$ cat src/design/gts_pkg.sv
// Package for the dual gripper timed sequencer.
// Holds the payload and config structs, phase and position codes and the phase_code helper.
// No dependencies.
`default_nettype none
package gts_pkg;

	localparam int NUM_ARMS_DEF = 2;
	localparam int DLY_W        = 7;
	localparam int PHASE_W      = 4;
	localparam int POS_W        = 2;
	localparam int CFG_IDX_W    = 3;

	// Phase codes as reported on the result channel
	localparam logic [PHASE_W-1:0] PC_IDLE        = 4'd0;
	localparam logic [PHASE_W-1:0] PC_WAIT        = 4'd1;
	localparam logic [PHASE_W-1:0] PC_DOWN_OPEN   = 4'd2;
	localparam logic [PHASE_W-1:0] PC_DOWN_CLOSED = 4'd3;
	localparam logic [PHASE_W-1:0] PC_UP_CLOSED   = 4'd4;
	localparam logic [PHASE_W-1:0] PC_UP_LOOSE    = 4'd5;
	localparam logic [PHASE_W-1:0] PC_FULL        = 4'd6;
	localparam logic [PHASE_W-1:0] PC_REGRIP      = 4'd7;
	localparam logic [PHASE_W-1:0] PC_DEP_CLOSED  = 4'd8;
	localparam logic [PHASE_W-1:0] PC_DEP_OPEN    = 4'd9;

	localparam logic [POS_W-1:0] ARM_TILTED  = 2'd0;
	localparam logic [POS_W-1:0] ARM_HIGH    = 2'd1;
	localparam logic [POS_W-1:0] ARM_LOW     = 2'd2;
	localparam logic [POS_W-1:0] GRIP_OPEN   = 2'd0;
	localparam logic [POS_W-1:0] GRIP_CLOSED = 2'd1;
	localparam logic [POS_W-1:0] GRIP_LOOSE  = 2'd2;

	localparam logic [DLY_W-1:0] RST_LONG_DLY  = 7'd100;
	localparam logic [DLY_W-1:0] RST_CATCH_DLY = 7'd10;

	typedef enum logic [9:0] {
		PH_IDLE        = 10'b00_0000_0001,
		PH_WAIT        = 10'b00_0000_0010,
		PH_DOWN_OPEN   = 10'b00_0000_0100,
		PH_DOWN_CLOSED = 10'b00_0000_1000,
		PH_UP_CLOSED   = 10'b00_0001_0000,
		PH_UP_LOOSE    = 10'b00_0010_0000,
		PH_FULL        = 10'b00_0100_0000,
		PH_REGRIP      = 10'b00_1000_0000,
		PH_DEP_CLOSED  = 10'b01_0000_0000,
		PH_DEP_OPEN    = 10'b10_0000_0000
	} phase_t;

	typedef enum logic [CFG_IDX_W-1:0] {
		CFG_CLOSE   = 3'd0,
		CFG_LIFT    = 3'd1,
		CFG_DEPOSIT = 3'd2,
		CFG_RELEASE = 3'd3,
		CFG_CATCH   = 3'd4,
		CFG_SETTLE  = 3'd5
	} cfg_idx_t;

	typedef struct packed {
		logic [DLY_W-1:0] close_delay;
		logic [DLY_W-1:0] lift_delay;
		logic [DLY_W-1:0] deposit_delay;
		logic [DLY_W-1:0] release_delay;
		logic [DLY_W-1:0] catch_delay;
		logic [DLY_W-1:0] settle_delay;
	} cfg_t;

	typedef struct packed {
		logic tick;
		logic left_request;
		logic right_request;
		logic left_piece;
		logic right_piece;
		logic force_load;
	} in_t;

	typedef struct packed {
		logic [PHASE_W-1:0] left_phase;
		logic [PHASE_W-1:0] right_phase;
		logic [POS_W-1:0]   left_arm_pos;
		logic [POS_W-1:0]   left_grip_pos;
		logic [POS_W-1:0]   right_arm_pos;
		logic [POS_W-1:0]   right_grip_pos;
		logic               left_sensor_flag;
	} out_t;

	// Per-arm status handed from a lane to the merge stage
	typedef struct packed {
		logic [PHASE_W-1:0] phase;
		logic [POS_W-1:0]   arm_pos;
		logic [POS_W-1:0]   grip_pos;
	} lane_stat_t;

	function automatic logic [PHASE_W-1:0] phase_code(input phase_t ph);
		logic [PHASE_W-1:0] c;
		c = PC_IDLE;
		unique case (ph)
			PH_IDLE:        c = PC_IDLE;
			PH_WAIT:        c = PC_WAIT;
			PH_DOWN_OPEN:   c = PC_DOWN_OPEN;
			PH_DOWN_CLOSED: c = PC_DOWN_CLOSED;
			PH_UP_CLOSED:   c = PC_UP_CLOSED;
			PH_UP_LOOSE:    c = PC_UP_LOOSE;
			PH_FULL:        c = PC_FULL;
			PH_REGRIP:      c = PC_REGRIP;
			PH_DEP_CLOSED:  c = PC_DEP_CLOSED;
			PH_DEP_OPEN:    c = PC_DEP_OPEN;
			default:        c = PC_IDLE;
		endcase
		return c;
	endfunction

endpackage
`default_nettype wire

$ cat src/design/gts_lane.sv
// One arm lane: delay timer, phase sequencer and servo position registers.
// Depends on gts_pkg. Updates its state on each accepted request.
`default_nettype none
module gts_lane
	import gts_pkg::*;
(
	input  wire logic       clk,
	input  wire logic       arst_n,
	input  wire logic       en,
	input  wire logic       tick,
	input  wire logic       req,
	input  wire logic       piece,
	input  wire logic       force_load,
	input  wire cfg_t       cfg,
	output lane_stat_t      nxt
);

	phase_t            phase_q, ph1, ph_n;
	logic [DLY_W-1:0]  timer_q, t1, t_n;
	logic [POS_W-1:0]  arm_q, arm_n, grip_q, grip_n;

	always_comb begin
		t1 = (tick && timer_q != '0) ? timer_q - 1'b1 : timer_q;

		ph1 = phase_q;
		if (req) begin
			if (phase_q == PH_IDLE)
				ph1 = PH_WAIT;
			else if (phase_q == PH_FULL)
				ph1 = PH_REGRIP;
		end
		if (force_load)
			ph1 = PH_WAIT;

		ph_n   = ph1;
		t_n    = t1;
		arm_n  = arm_q;
		grip_n = grip_q;
		unique case (ph1)
			PH_IDLE: begin
				arm_n  = ARM_HIGH;
				grip_n = GRIP_OPEN;
				t_n    = cfg.catch_delay;
			end
			PH_WAIT: begin
				arm_n  = ARM_LOW;
				grip_n = GRIP_OPEN;
				ph_n   = PH_DOWN_OPEN;
			end
			PH_DOWN_OPEN: begin
				if (piece) begin
					if (t1 == '0) begin
						ph_n   = PH_DOWN_CLOSED;
						grip_n = GRIP_CLOSED;
						t_n    = cfg.close_delay;
					end
				end else begin
					t_n = cfg.catch_delay;
				end
			end
			PH_DOWN_CLOSED: begin
				if (t1 == '0) begin
					ph_n  = PH_UP_CLOSED;
					arm_n = ARM_HIGH;
					t_n   = cfg.lift_delay;
				end
			end
			PH_UP_CLOSED: begin
				if (t1 == '0) begin
					ph_n   = PH_UP_LOOSE;
					grip_n = GRIP_LOOSE;
					t_n    = cfg.settle_delay;
				end
			end
			PH_UP_LOOSE: begin
				if (t1 == '0) begin
					ph_n   = PH_FULL;
					grip_n = GRIP_CLOSED;
					t_n    = cfg.settle_delay;
				end
			end
			PH_FULL: begin
				// holds until a request or force_load moves it on
			end
			PH_REGRIP: begin
				if (t1 == '0) begin
					ph_n  = PH_DEP_CLOSED;
					arm_n = ARM_TILTED;
					t_n   = cfg.deposit_delay;
				end
			end
			PH_DEP_CLOSED: begin
				if (t1 == '0) begin
					ph_n   = PH_DEP_OPEN;
					grip_n = GRIP_OPEN;
					t_n    = cfg.release_delay;
				end
			end
			PH_DEP_OPEN: begin
				if (t1 == '0)
					ph_n = PH_IDLE;
			end
			default: begin
			end
		endcase
	end

	always_ff @(posedge clk or negedge arst_n) begin
		if (!arst_n) begin
			phase_q <= PH_IDLE;
			timer_q <= '0;
			arm_q   <= ARM_TILTED;
			grip_q  <= GRIP_OPEN;
		end else if (en) begin
			phase_q <= ph_n;
			timer_q <= t_n;
			arm_q   <= arm_n;
			grip_q  <= grip_n;
		end
	end

	assign nxt.phase    = phase_code(ph_n);
	assign nxt.arm_pos  = arm_n;
	assign nxt.grip_pos = grip_n;

endmodule
`default_nettype wire

$ cat src/design/gts_merge.sv
// Merge stage: gathers the left and right lane status into one result.
// Depends on gts_pkg. Lanes beyond the second are stepped but not reported.
`default_nettype none
module gts_merge
	import gts_pkg::*;
#(
	parameter int NUM_ARMS = NUM_ARMS_DEF
) (
	input  wire lane_stat_t lane [NUM_ARMS],
	input  wire logic       left_piece,
	output out_t            res
);

	assign res.left_phase       = lane[0].phase;
	assign res.left_arm_pos     = lane[0].arm_pos;
	assign res.left_grip_pos    = lane[0].grip_pos;
	assign res.left_sensor_flag = left_piece;

	generate
		if (NUM_ARMS >= 2) begin : g_right
			assign res.right_phase    = lane[1].phase;
			assign res.right_arm_pos  = lane[1].arm_pos;
			assign res.right_grip_pos = lane[1].grip_pos;
		end else begin : g_no_right
			assign res.right_phase    = '0;
			assign res.right_arm_pos  = '0;
			assign res.right_grip_pos = '0;
		end
	endgenerate

endmodule
`default_nettype wire

$ cat src/design/dual_gripper_timed_sequencer.sv
// Dual gripper timed sequencer, top level.
// Each request on the in channel is one pass of the arm control loop; every pass
// yields exactly one result on the out channel (phases, servo codes, left sensor).
// Channels: in (in_valid/in_ready/in_data), out (out_valid/out_ready/out_data),
// config writes (cfg_valid/cfg_ready/cfg_index/cfg_data); cfg_ready is always high,
// indexes past the last delay register are ignored.
// Results are registered in the output register, or in the skid register on a stall.
// Throughput: one request per cycle while in_ready is high; each arm lane updates its
// timer, phase and servo registers on each accepted request.
// A skid register behind the output lets one more request in while the receiver
// stalls; in_ready drops only when both output and skid are occupied.
// Reset: arms return to idle with timers zero, arm tilted and gripper open; delay
// registers return to 100 ticks (catch delay 10); no result is pending.
// Depends on gts_pkg, gts_lane, gts_merge.
`default_nettype none
module dual_gripper_timed_sequencer
	import gts_pkg::*;
#(
	parameter int NUM_ARMS = NUM_ARMS_DEF
) (
	input  wire logic                 clk,
	input  wire logic                 arst_n,
	input  wire logic                 in_valid,
	output logic                      in_ready,
	input  wire in_t                  in_data,
	output logic                      out_valid,
	input  wire logic                 out_ready,
	output out_t                      out_data,
	input  wire logic                 cfg_valid,
	output logic                      cfg_ready,
	input  wire logic [CFG_IDX_W-1:0] cfg_index,
	input  wire logic [DLY_W-1:0]     cfg_data
);

	cfg_t       cfg_q;
	lane_stat_t lane_nxt [NUM_ARMS];
	out_t       res, out_q, skid_q;
	logic       out_vld_q, skid_vld_q, acc;

	assign cfg_ready = 1'b1;
	assign in_ready  = !skid_vld_q;
	assign acc       = in_valid && in_ready;

	always_ff @(posedge clk or negedge arst_n) begin
		if (!arst_n) begin
			cfg_q.close_delay   <= RST_LONG_DLY;
			cfg_q.lift_delay    <= RST_LONG_DLY;
			cfg_q.deposit_delay <= RST_LONG_DLY;
			cfg_q.release_delay <= RST_LONG_DLY;
			cfg_q.catch_delay   <= RST_CATCH_DLY;
			cfg_q.settle_delay  <= RST_LONG_DLY;
		end else if (cfg_valid) begin
			unique case (cfg_index)
				CFG_CLOSE:   cfg_q.close_delay   <= cfg_data;
				CFG_LIFT:    cfg_q.lift_delay    <= cfg_data;
				CFG_DEPOSIT: cfg_q.deposit_delay <= cfg_data;
				CFG_RELEASE: cfg_q.release_delay <= cfg_data;
				CFG_CATCH:   cfg_q.catch_delay   <= cfg_data;
				CFG_SETTLE:  cfg_q.settle_delay  <= cfg_data;
				default: begin
				end
			endcase
		end
	end

	generate
		for (genvar i = 0; i < NUM_ARMS; i++) begin : g_lane
			logic req_i, piece_i;
			if (i == 0) begin : g_left
				assign req_i   = in_data.left_request;
				assign piece_i = in_data.left_piece;
			end else if (i == 1) begin : g_right
				assign req_i   = in_data.right_request;
				assign piece_i = in_data.right_piece;
			end else begin : g_extra
				assign req_i   = 1'b0;
				assign piece_i = 1'b0;
			end

			gts_lane u_lane (
				.clk        (clk),
				.arst_n     (arst_n),
				.en         (acc),
				.tick       (in_data.tick),
				.req        (req_i),
				.piece      (piece_i),
				.force_load (in_data.force_load),
				.cfg        (cfg_q),
				.nxt        (lane_nxt[i])
			);
		end
	endgenerate

	gts_merge #(
		.NUM_ARMS (NUM_ARMS)
	) u_merge (
		.lane       (lane_nxt),
		.left_piece (in_data.left_piece),
		.res        (res)
	);

	// output register with one skid entry behind it
	always_ff @(posedge clk or negedge arst_n) begin
		if (!arst_n) begin
			out_vld_q  <= 1'b0;
			skid_vld_q <= 1'b0;
		end else if (!out_vld_q || out_ready) begin
			if (skid_vld_q) begin
				out_vld_q  <= 1'b1;
				skid_vld_q <= 1'b0;
			end else begin
				out_vld_q <= acc;
			end
		end else if (acc) begin
			skid_vld_q <= 1'b1;
		end
	end

	always_ff @(posedge clk) begin
		if (!out_vld_q || out_ready) begin
			if (skid_vld_q)
				out_q <= skid_q;
			else if (acc)
				out_q <= res;
		end else if (acc) begin
			skid_q <= res;
		end
	end

	assign out_valid = out_vld_q;
	assign out_data  = out_q;

endmodule
`default_nettype wire

$ cat config.mk
export PLATFORM = sky130hd
export DESIGN_NAME = dual_gripper_timed_sequencer
export DESIGN_NICKNAME = d
export VERILOG_FILES = /design/src/design/gts_pkg.sv /design/src/design/gts_lane.sv /design/src/design/gts_merge.sv /design/src/design/dual_gripper_timed_sequencer.sv
export SDC_FILE = /design/constraint.sdc
export NUM_CORES = 1
export LEC_CHECK = 0
export BUFFER_PORTS_ARGS = -buffer_cell sky130_fd_sc_hd__buf_2
export CAP_MARGIN = 20
export CORE_MARGIN = 2
export CORE_UTILIZATION = 45
export DETAILED_ROUTE_END_ITERATION = 16
export GPL_TIMING_DRIVEN = 0
export PLACE_DENSITY = 0.59
export SLEW_MARGIN = 5
export SYNTH_ARGS = -nofsm -noshare
export SYNTH_HDL_FRONTEND = slang
export SYNTH_HIERARCHICAL = 1
export SYNTH_SLANG_ARGS = --single-unit
$ cat constraint.sdc
create_clock -name clk -period 4.3 [get_ports clk]
set_input_delay 1.075 -clock clk [delete_from_list [all_inputs] [get_ports clk]]
set_output_delay 1.075 -clock clk [all_outputs]
set_load 0.02 [all_outputs]
==> impl_metrics.yaml <==
critical_path:
  crit_path_end_kind: "register"
  worst-r2r-setup-slack_ns: 0.37
  crit_chain: "buf_2 -> clkbuf_1 -> o21ba_2 -> or4b_1 -> o2111ai_2 -> nor4_1 -> a221oi_1 -> nand3_1 -> nand4b_1 -> a21oi_1 -> buf_4 -> mux2_2"
  required_ns: 4.58
  rr_endpoint: "out_data[9]$_DFFE_PP_"
  cpMaxStageDelayCell: "a221oi_1"
  worstPathArrival_ns: 4.41
  critPathMaxFanout: 9
  worst_path_largest_cell_delay_ns: 0.75
  crit_path_start: "in_data[0]"
  reg2reg_depth: 14
  worstSetupEndpoint: "out_data[14]$_DFFE_PP_"
  startpoint_type: "input pin"
  crit_type: "in2reg"
  timing.rr.start: "g_lane[1].u_lane/timer_q[0]$_DFFE_PN0P_"
finish:
  drive_gt1_share_pct: 28.20
  fillCellCount: 1539
  final_cells: 1071
  layout.nets: 861
  synthToLayoutAreaGrowth_pct: 13.91
  diodes: 0
  multi_input_area_um2: 4156
  seqCellArea_um2: 3197
logic_synthesis:
  yosysTopAreaCellShare_pct: 21.65
  yosys.area_share.simple_pct: 21.32
  ys_seq_area_share_pct: 41.28
  synthMuxAreaShare_pct: 10.13
  syn_inst: 778
  synth_compound_area_share_pct: 20.15
  synth_xor_xnor_area_share_pct: 1.244
  synth_seq_cells: 120
  synth_nets: 801
  synthAdderAreaFrac_pct: 0.4523
  ys_warn_count: 6
  syn_area_per_cell_um2: 9.955
  yosysUniqueCellTypes: 100
  synthTopCellsByArea: "dfrtp_1 22%, edfxtp_1 13%, mux2_2 9.3%"
  synthArstFlopShare_pct: 71.67
  synthFlopType: "dfrtp_1"
  yosys.area.top_type: "dfrtp_1"
  synth_edf_count: 34
  synth_top_family_by_area: "simple AND/OR/NAND/NOR gates"
  synthesis.area_um2: 7745
route:
  wl_per_cell_um: 21.60
  ant_nets: 0
  drt-total-wl_mm: 23.13
  drcViolationCount: 0
  num_vias: 6746
  avgViaCountPerCell: 6.299
  first_iter_violations: 653
  first_pass_iters: 7
global_route:
  globalRouteMet3Util_pct: 5.125
  grt_busiest_layer: "met2"
  grt_pass1_vias: 6441
  antenna_found_initial: 0
  grt_max_degree: 46
  grt_overflow: 0
  met2_usage_pct: 39.85
  grt_util_all_layers_pct: 26.20
  use_met1_pct: 37.83
  grt_pass1_wl_mm: 36.86
worst_hold_path:
  hp-class: "reg2reg"
  hold_start: "g_lane[0].u_lane/grip_q[1]$_DFFE_PN0P_"
  hold-path-cell-count: 1
die:
  fp.coreArea_um2: 16700
  die-area_um2: 18280
  die_w_um: 135.2
  start_util_pct: 46.37
  io_pins: 41
  die_h_um: 135.2
  rows: 47
clock_network:
  cts_resized: 0
  cts_buffers: 17
  clkSlewWorstSetupHoldPaths_ns: 0.05
  ctsHoldBuffers: 0
  insertion_delay_ns: 0.41
  tritoncts: "done"
  root_buffer: "clkbuf_16"
  cts_max_level: 4
  cts_setup_buffers: 0
  cts.sinks: 120
  clockBufferDepth: 2
sta:
  tns_ns: 0
  skew_ns: 0.01178
  worst_slew_pin_slew_ns: 0.9897
  hold_viol: 0
  worst_slack_ns: 0.1735
  min_period_ns: 4.126
  setup_violations: 0
  max_freq_ghz: 0.2423
  fin_hold_ws_ns: 0.5097
  slew_headroom_pct: 33.15
  period_share_pct: 95.96
  timing_max_transition_violations_final: 0
  grt_setup_unrepaired: "false"
placement:
  place.gp.congestion: 0.9302
  io_buffers: 38
  dp_slack_ns: -0.2796
  place_inst: 1039
  dp_hpwl_mm: 16.80
outcome:
  status: "complete, no violations"
power_and_ir_drop:
  p_leak_nw: 3.351
  ir_drop_mv: 0.3104
  powerDensity_nw_per_um2: 437.9
  clkPwrFrac_pct: 33.8
  seq_power_share_pct: 41.5
  total_power_w: 0.003863
  p_sw_w: 0.001282
  power_frac_comb_pct: 24.7
  switching_share_pct: 33.19
  power.internal_w: 0.002581
run:
  drv_cap: 0
==> registers in the layout (all words and copies together) (netlist names) <==
signal / flops
out_data: 17
skid_q: 17
g_lane.u_lane/timer_q: 14
g_lane.u_lane/grip_q: 4
g_lane.u_lane/phase_q: 20
skid_vld_q: 1
out_valid: 1
cfg_q: 42
g_lane.u_lane/arm_q: 4
==> synth_stat cells (8+ instances only) <==
cell type and instances:
a21oi_1 45, a22oi_1 9, a31oi_1 23, buf_2 16, buf_4 19, clkbuf_1 21
dfrtp_1 67, dfstp_2 19, edfxtp_1 34, inv_1 17, mux2_2 64, nand2_1 58
nand3_1 18, nand4b_1 13, nor2_1 70, nor2b_1 16, nor3_1 14, nor4_1 8
o21ai_0 36, xnor2_1 10
==> logic make-up after synthesis <==
group / count (synthesis)
and+or+nand+nor: 283
AOI/OAI and AO/OA: 210
DFF: 120
buffers and inverters: 80
muxes: 70
xor gates and xnor gates: 11
adders and majority gates: 3
other: 1
==> through the flow <==
stage | utilization (%) | area [um2]
floorplan | - | 7745
global placement | 49.16 | 8210
detailed placement | 49.49 | 8265
CTS | 52.76 | 8811
global route | 52.82 | 8822
finish | 52.82 | 8822
==> worst min-delay path by stage <==
stage / to / slack [ns]
2_1_floorplan: out_valid$_DFFE_PN0P_ / 0.47
3_3_place_gp: g_lane[0].u_lane/grip_q[1]$_DFFE_PN0P_ / 0.49
3_5_place_dp: g_lane[0].u_lane/grip_q[1]$_DFFE_PN0P_ / 0.50
4_1_cts: g_lane[0].u_lane/grip_q[1]$_DFFE_PN0P_ / 0.51
5_1_grt: g_lane[0].u_lane/grip_q[0]$_DFFE_PN0P_ / 0.54
6_report: g_lane[0].u_lane/grip_q[1]$_DFFE_PN0P_ / 0.51
==> metal layers <==
metal  share of wire, %  vias up
met5                  0        -
met4                2.0        0
met3                6.5       34
met2                 46      276
met1                 45     3345
li1                   -     3091
==> cells in the final DEF, fill, tap and decap left out, types with 5 or more instances in the layout <==
master     netlist  layout
nor2b_1         16      15
o31ai_1          7       7
a31oi_1         23      23
nor3_1          14      14
nor4bb_1         5       5
dfstp_2         19      19
clkbuf_1        21      24
a22oi_1          9       9
xnor2_1         10      10
nand4_1          7       7
buf_2           16      53
and2_1           5       5
a222oi_1         5       5
and3_1           5       5
clkbuf_16        0      18
nor4_1           8       7
a21oi_1         45      45
nor2_1          70      70
edfxtp_1        34      34
mux2_2          64      64
or2_2            5       5
mux2i_1          5       5
and4_1           5       5
nand4b_1        13      13
o22ai_1          5       5
nand3_1         18      18
o21ai_0         36      36
nand2b_1         5       5
nand2_1         58      58
a22o_1           5       5
or3_1            5       5
buf_4           19      21
inv_1           17      17
a221oi_1         5       5
dfrtp_1         67      67
==> final cells by class <==
class,instances,share of cell area [%]
timing repair buffer,41,2.624
clock inverter,10,0.7942
multi-input combinational,578,47.11
sequential,120,36.24
clock buffer,22,5.389
inverter,17,0.7233
buffer,63,3.999
tap,220,3.120
==> critical path, delay by kind of cell <==
kind / cells / cell delay (ns)
buffers and inverters: 3 / 0.73
muxes: 1 / 0.13
AOI/OAI and AO/OA: 4 / 1.35
and+or+nand+nor: 4 / 1.11
==> power groups by stage <==
stage | registers (W) | logic [W] | clock network (W)
2_1_floorplan | 0.00157 | 0.000683 | 0
3_3_place_gp | 0.00161 | 0.000911 | 0
3_5_place_dp | 0.00162 | 0.000939 | 0
4_1_cts | 0.00160 | 0.000944 | 0.00133
5_1_grt | 0.00163 | 0.00105 | 0.00140
6_report | 0.00160 | 0.000954 | 0.00131
(Power assumes the default switching activity.)
